File: src/rtl/vector_normalize_2d_3d_macros.svh
// Assertion macros for the vector normalizer.
`ifndef VECTOR_NORMALIZE_2D_3D_MACROS_SVH
`define VECTOR_NORMALIZE_2D_3D_MACROS_SVH
`ifndef SYNTHESIS
`define VN_ASSERT_IMPL(label, ante, cons) \
  label: assert property (@(posedge clk) disable iff (!rst_n) (ante) |-> (cons)) \
    else $error("vn assertion failed");
`define VN_ASSERT_NEXT(label, ante, cons) \
  label: assert property (@(posedge clk) disable iff (!rst_n) (ante) |=> (cons)) \
    else $error("vn assertion failed");
`else
`define VN_ASSERT_IMPL(label, ante, cons)
`define VN_ASSERT_NEXT(label, ante, cons)
`endif
`endif

File: src/rtl/vn_pkg.sv
// Types and constants shared by the vector normalizer.
`default_nettype none
package vn_pkg;
  localparam int unsigned CompW   = 32;
  localparam int unsigned RootW   = 32;
  localparam int unsigned QuotW   = 17;
  localparam int unsigned RemW    = 34;
  localparam int unsigned RadW    = 64;
  localparam int unsigned NumLane = 3;

  typedef struct packed {
    logic              req_type;
    logic signed [31:0] vec_x;
    logic signed [31:0] vec_y;
    logic signed [31:0] vec_z;
  } vn_in_t;

  typedef struct packed {
    logic signed [31:0] unit_x;
    logic signed [31:0] unit_y;
    logic signed [31:0] unit_z;
    logic [31:0]        vec_length;
    logic               zero_length;
  } vn_out_t;

  typedef struct packed {
    logic              valid;
    vn_in_t            item;
    logic [RadW-1:0]   rad;
    logic [RemW-1:0]   rem;
    logic [RootW-1:0]  root;
  } vn_sqrt_t;

  typedef struct packed {
    logic                          valid;
    vn_in_t                        item;
    logic [RootW-1:0]              len;
    logic [NumLane-1:0][QuotW-1:0] num;
    logic [NumLane-1:0][RootW-1:0] rem;
    logic [NumLane-1:0][QuotW-1:0] quot;
  } vn_div_t;

  function automatic logic [CompW-1:0] vn_mag(input logic [CompW-1:0] v);
    return v[CompW-1] ? (~v + 1'b1) : v;
  endfunction
endpackage
`default_nettype wire

File: src/rtl/vn_div_cell.sv
// One quotient bit of the three-lane divider chain.
`default_nettype none
module vn_div_cell (
  input  wire logic            clk,
  input  wire logic            rst_n,
  input  wire logic            en,
  input  wire vn_pkg::vn_div_t d_in,
  output vn_pkg::vn_div_t      d_out
);
  import vn_pkg::*;
  vn_div_t         cell_r;
  vn_div_t         cell_nxt;
  logic [RootW:0]  tmp [NumLane];

  always_comb begin
    cell_nxt = d_in;
    for (int i = 0; i < NumLane; i++) begin
      tmp[i] = {d_in.rem[i], d_in.num[i][QuotW-1]};
      cell_nxt.num[i] = {d_in.num[i][QuotW-2:0], 1'b0};
      if (tmp[i] >= {1'b0, d_in.len}) begin
        cell_nxt.rem[i]  = RootW'(tmp[i] - {1'b0, d_in.len});
        cell_nxt.quot[i] = {d_in.quot[i][QuotW-2:0], 1'b1};
      end else begin
        cell_nxt.rem[i]  = tmp[i][RootW-1:0];
        cell_nxt.quot[i] = {d_in.quot[i][QuotW-2:0], 1'b0};
      end
    end
  end

  always_ff @(posedge clk) begin
    if (!rst_n) begin
      cell_r.valid <= 1'b0;
    end else if (en) begin
      cell_r.valid <= cell_nxt.valid;
    end
    if (en) begin
      cell_r.item <= cell_nxt.item;
      cell_r.len  <= cell_nxt.len;
      cell_r.num  <= cell_nxt.num;
      cell_r.rem  <= cell_nxt.rem;
      cell_r.quot <= cell_nxt.quot;
    end
  end

  assign d_out = cell_r;
endmodule
`default_nettype wire

File: config.mk
export PLATFORM = sky130hd
export DESIGN_NAME = vn_div_cell
export DESIGN_NICKNAME = d
export VERILOG_FILES = /design/src/rtl/vector_normalize_2d_3d_macros.svh /design/src/rtl/vn_pkg.sv /design/src/rtl/vn_div_cell.sv
export SDC_FILE = /design/constraint.sdc
export NUM_CORES = 1
export LEC_CHECK = 0
export BUFFER_PORTS_ARGS = -buffer_cell sky130_fd_sc_hd__buf_2
export CAP_MARGIN = 20
export CORE_AREA = 8 8 251 253
export DETAILED_ROUTE_END_ITERATION = 8
export DIE_AREA = 0 0 259 261
export GPL_TIMING_DRIVEN = 0
export SYNTH_ARGS = -nofsm -noshare
export SYNTH_HDL_FRONTEND = slang
export SYNTH_SLANG_ARGS = --single-unit
File: constraint.sdc
create_clock -name clk -period 4.7 [get_ports clk]
set_input_delay 0.47 -clock clk [delete_from_list [all_inputs] [get_ports clk]]
set_output_delay 0.47 -clock clk [all_outputs]
set_load 0.02 [all_outputs]
==> flow_metrics.tcl <==
set metrics [dict create \
    outcome "complete, no violations" \
    reg2reg_from "d_out[327]$_SDFFE_PN0P_" \
    rr_worst_depth 2 \
    postCtsHoldBufs 0 \
    clkLatencyLatePin_ps 550 \
    viasPerCell 4.933 \
    root_buffer "clkbuf_16" \
    p_leak_uw 0.009586 \
    dieArea_um2 67600 \
    r2r_setup_slack_ps 4100 \
    worst_pin_slew_ps 726.6 \
    finClkSkew_ps 0 \
    yosysWarningCount 0 \
    syn_to_final_growth_pct 34.04 \
    cts-buffers-inserted 39 \
    fmax_mhz 267.6 \
    cts.sinks 325 \
    synth-simple-area-share_pct 9.811 \
    min_path_cells 1 \
    firstDrtPassIters 7 \
    arrival_ps 4080 \
    relSlewSlack_pct 51.56 \
    antenna_found_initial 34 \
    place_hpwl_mm 63.22 \
    start_util_pct 27.87 \
    synth_top_family_by_area "compound AO/OA/AOI/OAI gates" \
    largest_register_ffs 325 \
    power_density_nw_per_um2 398.1 \
    path_max_fanout 10 \
    io_buffer_count 652 \
    io_pins 659 \
    synth.mux.area_fraction_pct 1.241 \
    post_cts_buffers 0 \
    rsz0062_at_grt "false" \
    async_flop_share_pct 0 \
    min_path_type "input port to flop" \
    synthXorXnorAreaFrac_pct 3.707 \
    syn_area_um2 16540 \
    nFillCells 5893 \
    synthAdderAreaFrac_pct 7.625 \
    start_kind "input port" \
    ant_nets 0 \
    postPlaceCellArea_um2 20880 \
    grt_pass1_vias 14365 \
    die_h_um 261 \
    clk_path_buf_depth 3 \
    cts_max_level 2 \
    fin_util_pct 37.36 \
    min_to "d_out[253]$_DFFE_PP_" \
    synth_top_area_share_pct 58.82 \
    ys_seq_area_share_pct 58.94 \
    post-route-period-util_pct 79.52 \
    dieWidth_um 259 \
    crit_required_ps 5040 \
    place.gp.congestion 0.9119 \
    finalHoldViolCount 0 \
    drtIter0Drc 981 \
    slew_viol_final 0 \
    finalNetCount 2516 \
    irDropWorstVdd_uv 312.8 \
    grt_max_degree 111 \
    grt_usage_pct 21.47 \
    maxCapViolations 0 \
    grt.overflow.total 0 \
    core_area_um2 59340 \
    synth_edf_count 324 \
    worstSetupPathType "input port to flop" \
    multi_input_area_um2 6285 \
    worstHoldStart "d_in[253]" \
    period_minus_slack_ps 3738 \
    ctsResizeCount 0 \
    row_count 90 \
    seq_area_um2 9749 \
    synth_compound_area_share_pct 15.54 \
    reg2reg_to "d_out[327]$_SDFFE_PN0P_" \
    clk_pin_slew_worst_paths_ps 60 \
    synth_area_leaders "edfxtp_1, ha_1, a21oi_1" \
    post-route-drc-count 0 \
    avgSynthCellArea_um2 11.92 \
    fin_area_um2 22170 \
    wl_per_cell_um 26.40 \
    vias 14341 \
    yosysUniqueCellTypes 76 \
    synth_ff_type "edfxtp_1" \
    setup_viol 0 \
    routed_wl_mm 76.75 \
    synthCells 1388 \
    drive_gt1_share_pct 36.20 \
    grt_pass1_wl_mm 105.2 \
    critPathCaptureType "flop" \
    cts_tree "yes" \
    ys_ff_latch 325 \
    yosysTopAreaCell "edfxtp_1" \
]
-- where the power goes --
part | switching, µW | internal [µW] | total [µW]
sequential | 83.5 | 3560 | 3640
clock | 1250 | 1790 | 3040
combinational | 1420 | 726 | 2150
-- area by class of cell --
class,instances,area share (%)
Sequential cell,325,43.97
Multi-Input combinational cell,944,28.35
Timing Repair Buffer,655,15.14
Clock buffer,48,4.650
Tap cell,782,4.413
Buffer,54,1.185
Inverter,67,1.134
Clock inverter,20,1.027
Antenna cell,12,0.1354
-- Yosys cell counts, drive strengths merged, types with 4 or more instances --
cell type / number
nand2b: 12
or2: 6
a21oi: 126
a211oi: 6
and2: 7
nor2: 108
o21a: 17
nor2b: 14
nand4: 23
or3: 5
inv: 67
mux2i: 4
nand2: 106
a31oi: 17
o31ai: 14
o21bai: 13
clkbuf: 30
nor4: 6
xor2: 31
and3: 10
a41oi: 7
edfxtp: 324
mux2: 13
o31a: 8
nor3: 20
o211ai: 5
a31o: 4
buf: 24
nand3b: 4
nand3: 22
a21o: 44
xnor2: 39
ha: 96
a21boi: 5
o21ai: 99
-- cells by family (layout without fill, tap and decap cells) --
logic type / Yosys count / after routing
other: 1 / 15
DFF: 325 / 325
and+or+nand+nor: 350 / 350
AOI/OAI and AO/OA: 405 / 405
muxes: 17 / 17
xor gates and xnor gates: 70 / 70
adders and majority gates: 99 / 99
buffers and inverters: 121 / 844
-- cells in the final DEF (no fill, tap or decap), types with 7 or more instances in the layout --
cell type and instances:
diode_2 12, ha_1 96, a31oi_1 17, inv_1 66
xor2_1 31, o31a_1 8, nand3_1 22, and3_1 10
buf_2 666, a21oi_1 126, o21ai_0 97, edfxtp_1 324
o21a_1 17, clkbuf_1 38, nand4_1 23, o31ai_1 11
nor2_1 108, a41oi_1 7, a21o_1 44, nor2b_1 14
nand2b_1 12, clkbuf_16 40, mux2_2 8, nand2_1 106
nor3_1 20, xnor2_1 39, o21bai_1 13
-- per-layer routing --
| layer | vias to the layer above | wire, µm | share of wire, % | global-route usage [%] |
|---|---|---|---|---|
| met1 | 6961 | 27960 | 36 | 23.46 |
| met2 | 614 | 39690 | 52 | 39.47 |
| li1 | 6640 | - | - | - |
| met5 | - | 128 | 0.17 | 0 |
| met3 | 106 | 6355 | 8.3 | 6.377 |
| met4 | 20 | 2617 | 3.4 | 6.921 |
-- worst max-delay path by stage --
stage | cells past startpoint | to | startpoint
after global routing | 12 | d_out[123]$_DFFE_PP_ | d_in[199]
after CTS | 12 | d_out[138]$_DFFE_PP_ | d_in[199]
after floorplan | 11 | d_out[61]$_DFFE_PP_ | d_in[201]
final | 12 | d_out[124]$_DFFE_PP_ | d_in[199]
after global placement | 3 | d_out[327]$_SDFFE_PN0P_ | en
after detailed placement | 12 | d_out[138]$_DFFE_PP_ | d_in[199]
-- critical path: stages --
cell,delay (ps)
buf_2,280
inv_1,280
ha_1,380
nand2_1,50
o21ai_1,320
a21oi_1,170
o21ai_0,580
o21ai_1,400
o21ba_2,310
buf_2,200
clkbuf_1,270
o21ai_0,350
-- stage by stage --
step / std cells / setup TNS (ps) / setup slack [ps] / hold WS, ps / total power, µW
floorplan: 1390 / 0 / 1774 / 568.9 / 4923
global placement: 2824 / -534540 / -1751 / 499.2 / 5874
detailed placement: 2827 / 0 / 354.2 / 503.2 / 5864
CTS: 2895 / 0 / 947.8 / 52.84 / 8950
global route: 2897 / 0 / 799.0 / 57.09 / 9210
finish: 2907 / 0 / 962.5 / 93.73 / 8826
(Power assumes the default switching activity.)
