==> src/rtl/vector_normalize_2d_3d_macros.svh <==
// Assertion macros for the vector normalizer.
`ifndef VECTOR_NORMALIZE_2D_3D_MACROS_SVH
`define VECTOR_NORMALIZE_2D_3D_MACROS_SVH
`ifndef SYNTHESIS
`define VN_ASSERT_IMPL(label, ante, cons) \
  label: assert property (@(posedge clk) disable iff (!rst_n) (ante) |-> (cons)) \
    else $error("vn assertion failed");
`define VN_ASSERT_NEXT(label, ante, cons) \
  label: assert property (@(posedge clk) disable iff (!rst_n) (ante) |=> (cons)) \
    else $error("vn assertion failed");
`else
`define VN_ASSERT_IMPL(label, ante, cons)
`define VN_ASSERT_NEXT(label, ante, cons)
`endif
`endif

==> src/rtl/vn_pkg.sv <==
// Types and constants shared by the vector normalizer.
`default_nettype none
package vn_pkg;
  localparam int unsigned CompW   = 32;
  localparam int unsigned RootW   = 32;
  localparam int unsigned QuotW   = 17;
  localparam int unsigned RemW    = 34;
  localparam int unsigned RadW    = 64;
  localparam int unsigned NumLane = 3;

  typedef struct packed {
    logic              req_type;
    logic signed [31:0] vec_x;
    logic signed [31:0] vec_y;
    logic signed [31:0] vec_z;
  } vn_in_t;

  typedef struct packed {
    logic signed [31:0] unit_x;
    logic signed [31:0] unit_y;
    logic signed [31:0] unit_z;
    logic [31:0]        vec_length;
    logic               zero_length;
  } vn_out_t;

  typedef struct packed {
    logic              valid;
    vn_in_t            item;
    logic [RadW-1:0]   rad;
    logic [RemW-1:0]   rem;
    logic [RootW-1:0]  root;
  } vn_sqrt_t;

  typedef struct packed {
    logic                          valid;
    vn_in_t                        item;
    logic [RootW-1:0]              len;
    logic [NumLane-1:0][QuotW-1:0] num;
    logic [NumLane-1:0][RootW-1:0] rem;
    logic [NumLane-1:0][QuotW-1:0] quot;
  } vn_div_t;

  function automatic logic [CompW-1:0] vn_mag(input logic [CompW-1:0] v);
    return v[CompW-1] ? (~v + 1'b1) : v;
  endfunction
endpackage
`default_nettype wire

==> src/rtl/vn_sqrt_cell.sv <==
// One root bit of the square root chain.
`default_nettype none
module vn_sqrt_cell (
  input  wire logic             clk,
  input  wire logic             rst_n,
  input  wire logic             en,
  input  wire vn_pkg::vn_sqrt_t d_in,
  output vn_pkg::vn_sqrt_t      d_out
);
  import vn_pkg::*;
  logic [RemW+1:0] tmp;
  logic [RemW+1:0] trial;
  vn_sqrt_t        cell_r;
  vn_sqrt_t        cell_nxt;

  always_comb begin
    tmp      = {d_in.rem, d_in.rad[RadW-1 -: 2]};
    trial    = {2'b00, d_in.root, 2'b01};
    cell_nxt = d_in;
    cell_nxt.rad = {d_in.rad[RadW-3:0], 2'b00};
    if (tmp >= trial) begin
      cell_nxt.rem  = RemW'(tmp - trial);
      cell_nxt.root = {d_in.root[RootW-2:0], 1'b1};
    end else begin
      cell_nxt.rem  = tmp[RemW-1:0];
      cell_nxt.root = {d_in.root[RootW-2:0], 1'b0};
    end
  end

  always_ff @(posedge clk) begin
    if (!rst_n) begin
      cell_r.valid <= 1'b0;
    end else if (en) begin
      cell_r.valid <= cell_nxt.valid;
    end
    if (en) begin
      cell_r.item <= cell_nxt.item;
      cell_r.rad  <= cell_nxt.rad;
      cell_r.rem  <= cell_nxt.rem;
      cell_r.root <= cell_nxt.root;
    end
  end

  assign d_out = cell_r;
endmodule
`default_nettype wire

==> config.mk <==
export PLATFORM = sky130hd
export DESIGN_NAME = vn_sqrt_cell
export DESIGN_NICKNAME = d
export VERILOG_FILES = /design/src/rtl/vector_normalize_2d_3d_macros.svh /design/src/rtl/vn_pkg.sv /design/src/rtl/vn_sqrt_cell.sv
export SDC_FILE = /design/constraint.sdc
export NUM_CORES = 1
export LEC_CHECK = 0
export ABC_AREA = 1
export BUFFER_PORTS_ARGS = -buffer_cell sky130_fd_sc_hd__clkbuf_2
export CAP_MARGIN = 20
export CORE_MARGIN = 3
export CORE_UTILIZATION = 27
export DETAILED_ROUTE_END_ITERATION = 7
export PLACE_DENSITY = 0.6
export SLEW_MARGIN = 20
export SYNTH_ARGS = -nofsm -noshare
export SYNTH_HDL_FRONTEND = slang
export SYNTH_SLANG_ARGS = --single-unit
==> constraint.sdc <==
create_clock -name clk -period 2.6 [get_ports clk]
set_input_delay 0.26 -clock clk [delete_from_list [all_inputs] [get_ports clk]]
set_output_delay 0.26 -clock clk [all_outputs]
set_load 0.01 [all_outputs]
==> impl_metrics.env <==
export IMPL_status="finished clean"
export IMPL_synthSimpleGateAreaFrac=0.168
export IMPL_rrSetupSlack_ns=1.42
export IMPL_cts_sinks=226
export IMPL_nNetsFinal=1837
export IMPL_worst_ep_arrival_time_ns=2.66
export IMPL_routed_wl_mm=39.0
export IMPL_yosysUniqueCellTypes=26
export IMPL_vias=8773
export IMPL_multi_input_area_mm2=0.00250
export IMPL_switchingPower_w=0.00266
export IMPL_swShare=0.268
export IMPL_grt_start_max_net_pins=66
export IMPL_first_pass_iters=5
export IMPL_fin_crit_sh=0.917
export IMPL_fp_dieW_um=197
export IMPL_reg2regPathDepth=3
export IMPL_async_reset_ff_frac=0
export IMPL_drt_iter0_drc=408
export IMPL_synth_cells=876
export IMPL_fmax_mhz=419
export IMPL_synth_compound_area_frac=0.0241
export IMPL_p_seq_frac=0.453
export IMPL_htree_levels=1
export IMPL_ir_drop_v=0.000402
export IMPL_area_delta_synth_final_pct=59.2
export IMPL_core_area_mm2=0.0358
export IMPL_crit_type="in2reg"
export IMPL_required_ns=2.88
export IMPL_synth_ff_type="edfxtp_1"
export IMPL_syn_cell_area_mm2=0.00987
export IMPL_worstPathMaxFanout=16
export IMPL_slew_violations=0
export IMPL_slew_headroom=0.601
export IMPL_clkLatencyLatePin_ns=0.53
export IMPL_clockRootBuffer="clkbuf_16"
export IMPL_antenna_found_initial=5
export IMPL_power_total_w=0.00994
export IMPL_synthXorXnorAreaFrac=0.0160
export IMPL_overflow=0
export IMPL_register_area_mm2=0.00678
export IMPL_start_util=0.275
export IMPL_cp_start_kind="input pin"
export IMPL_fp_dieArea_mm2=0.0389
export IMPL_tns_ns=0
export IMPL_finalSetupViolCount=0
export IMPL_finalCriticalPeriod_ns=2.39
export IMPL_rr_startpoint="d_out[227]"
export IMPL_first_global_vias=9150
export IMPL_layoutNonFillerInstCount=2057
export IMPL_leakage_nw=7.51
export IMPL_gp_congestion=0.886
export IMPL_synth_seq_area_share=0.687
export IMPL_worstSetupEndpointType="register"
export IMPL_portBuffers=456
export IMPL_synth_mux_area_frac=0
export IMPL_synth_warnings=0
export IMPL_min_path_cells=3
export IMPL_clockBufferDepth=3
export IMPL_die_y_um=197
export IMPL_route_detailed_drc=0
export IMPL_fin_area_mm2=0.0157
export IMPL_power_internal_w=0.00727
export IMPL_avgSynthCellArea_um2=11.3
export IMPL_dp_cells=1798
export IMPL_tightest_slew_ns=0.598
export IMPL_path_clk_slew_ns=0.06
export IMPL_pin_count=459
export IMPL_worstHoldStart="d_in[33]"
export IMPL_cap_viol_max_count=0
export IMPL_largest_reg_flops=226
export IMPL_placementRows=69
export IMPL_p_comb_frac=0.186
export IMPL_ant_nets=0
export IMPL_power_density_mw_per_mm2=633
export IMPL_post_drt_wl_per_cell_um=19.0
export IMPL_grt_pass1_wl_mm=56.1
export IMPL_grtUsageTotal=0.191
export IMPL_hold_viol_final=0
export IMPL_via_per_inst=4.26
export IMPL_cts_made_buffers=26
export IMPL_fill_cells=3376
export IMPL_rsz0062_at_grt="false"
export IMPL_drive_gt1_frac=0.331
export IMPL_synthAdderAreaFrac=0.0431
export IMPL_cts_tree="yes"
export IMPL_final_util=0.438
export IMPL_synth_top_family_by_area="simple AND/OR/NAND/NOR gates"
export IMPL_clkPwrFrac=0.361
export IMPL_dpl_instance_area_mm2=0.0128
export IMPL_hp_class="in2reg"
export IMPL_synth_edf_count=225
export IMPL_rr_endpoint="d_out[227]"
export IMPL_synth_seq_cells=226
export IMPL_finalClockSkew_ns=0
export IMPL_hpwl_mm=29.7
export IMPL_min_to="d_out[35]"
## cells by family (layout without fill, tap and decap cells)
| kind of cell | after synthesis | count (layout) |
|---|---|---|
| simple gates | 404 | 404 |
| flops | 226 | 226 |
| buf+inv | 149 | 863 |
| compound gates | 44 | 44 |
| fa+ha+maj | 34 | 34 |
| xor+xnor | 18 | 18 |
| other cells | 1 | 7 |
## critical path: stages
cell	delay, ns
dlygate4sd3_1	0.53
clkbuf_2	0.11
inv_1	0.05
ha_1	0.34
nand2_1	0.15
inv_1	0.05
nand2_1	0.06
nand2_1	0.12
nand2_1	0.09
nand2_1	0.09
a21oi_2	0.14
nand2_1	0.09
nand2_2	0.11
nand2_8	0.11
buf_4	0.20
nand3_1	0.10
nand2_1	0.06
## area by class of cell
type,count,area share
Antenna cell,5,0.000797
Inverter,141,0.0340
Multi-Input combinational cell,502,0.159
Sequential cell,226,0.432
Clock buffer,31,0.0440
Timing Repair Buffer,675,0.285
Tap cell,461,0.0367
Clock inverter,16,0.00868
## synth_stat cells, types with 2 or more instances
cell,instances,area [µm²]
buf_4,5,37.5
ha_1,34,425
xnor2_1,3,26.3
nand2_1,283,1060
and2_1,2,12.5
nand4_1,6,37.5
xor2_1,15,131
edfxtp_1,225,6760
nor2_1,53,199
nand3b_1,4,30.0
a21oi_2,2,17.5
nand3_2,2,20.0
a21oi_1,25,125
buf_6,3,33.8
nand3_1,38,190
nand2_2,5,31.3
nor3_1,3,15.0
nor2_2,6,37.5
o21bai_1,4,30.0
inv_1,140,526
o21ai_0,13,65.1
## metrics by stage
stage / setup WS, ns / hold WS [ns]
finish: 0.215 / 0.0261
global route: 0.0146 / 0.0223
CTS: 0.0968 / 0.000123
detailed placement: 0.0674 / 0.439
global placement: 0.0943 / 0.437
floorplan: 0.707 / 0.353
## worst max path at each step
stage,from,end,slack [ns],cells past startpoint
2_1_floorplan,d_in[16],d_out[57],0.71,15
3_3_place_gp,d_in[13],d_out[51],0.09,14
3_5_place_dp,d_in[12],d_out[50],0.07,14
4_1_cts,d_in[13],d_out[55],0.1,15
5_1_grt,d_in[16],d_out[55],0.01,17
6_report,d_in[13],d_out[60],0.21,17
## metal layers
layer,share of wire,global-route usage,vias up
li1,-,-,4279
met1,0.37,0.210,4054
met2,0.51,0.350,349
met3,0.067,0.0425,89
met4,0.056,0.0935,2
met5,0.00033,0,-
## timing repair
item,in CTS,in global routing
buffers inserted,0,0
hold buffers,207,0
gates resized for setup,0,4
endpoints found under the setup margin,0,33
hold endpoints to repair,206,0
## layout by cell type (no fill, tap or decap), types with 3 or more instances in the layout
cell type      instances
clkbuf_2             455
nand2_1              282
edfxtp_1             225
dlygate4sd3_1        207
inv_1                140
nor2_1                52
nand3_1               38
ha_1                  33
clkbuf_16             27
a21oi_1               25
xor2_1                15
o21ai_0               13
buf_4                 10
nor2_2                 7
nand2_2                6
nand4_1                6
diode_2                5
clkinv_2               5
clkinv_1               5
o21bai_1               4
nand3b_1               4
clkbuf_1               4
nor3_1                 3
xnor2_1                3
## power by group through the flow
stage          sequential (W)  combinational, W  clock (W)
4_1_cts               0.00450           0.00187    0.00370
2_1_floorplan         0.00474          0.000551          0
3_3_place_gp          0.00457           0.00159          0
6_report              0.00450           0.00185    0.00359
3_5_place_dp          0.00456           0.00159          0
5_1_grt               0.00453           0.00202    0.00384
Note: power is estimated with default switching activity, not from simulation.
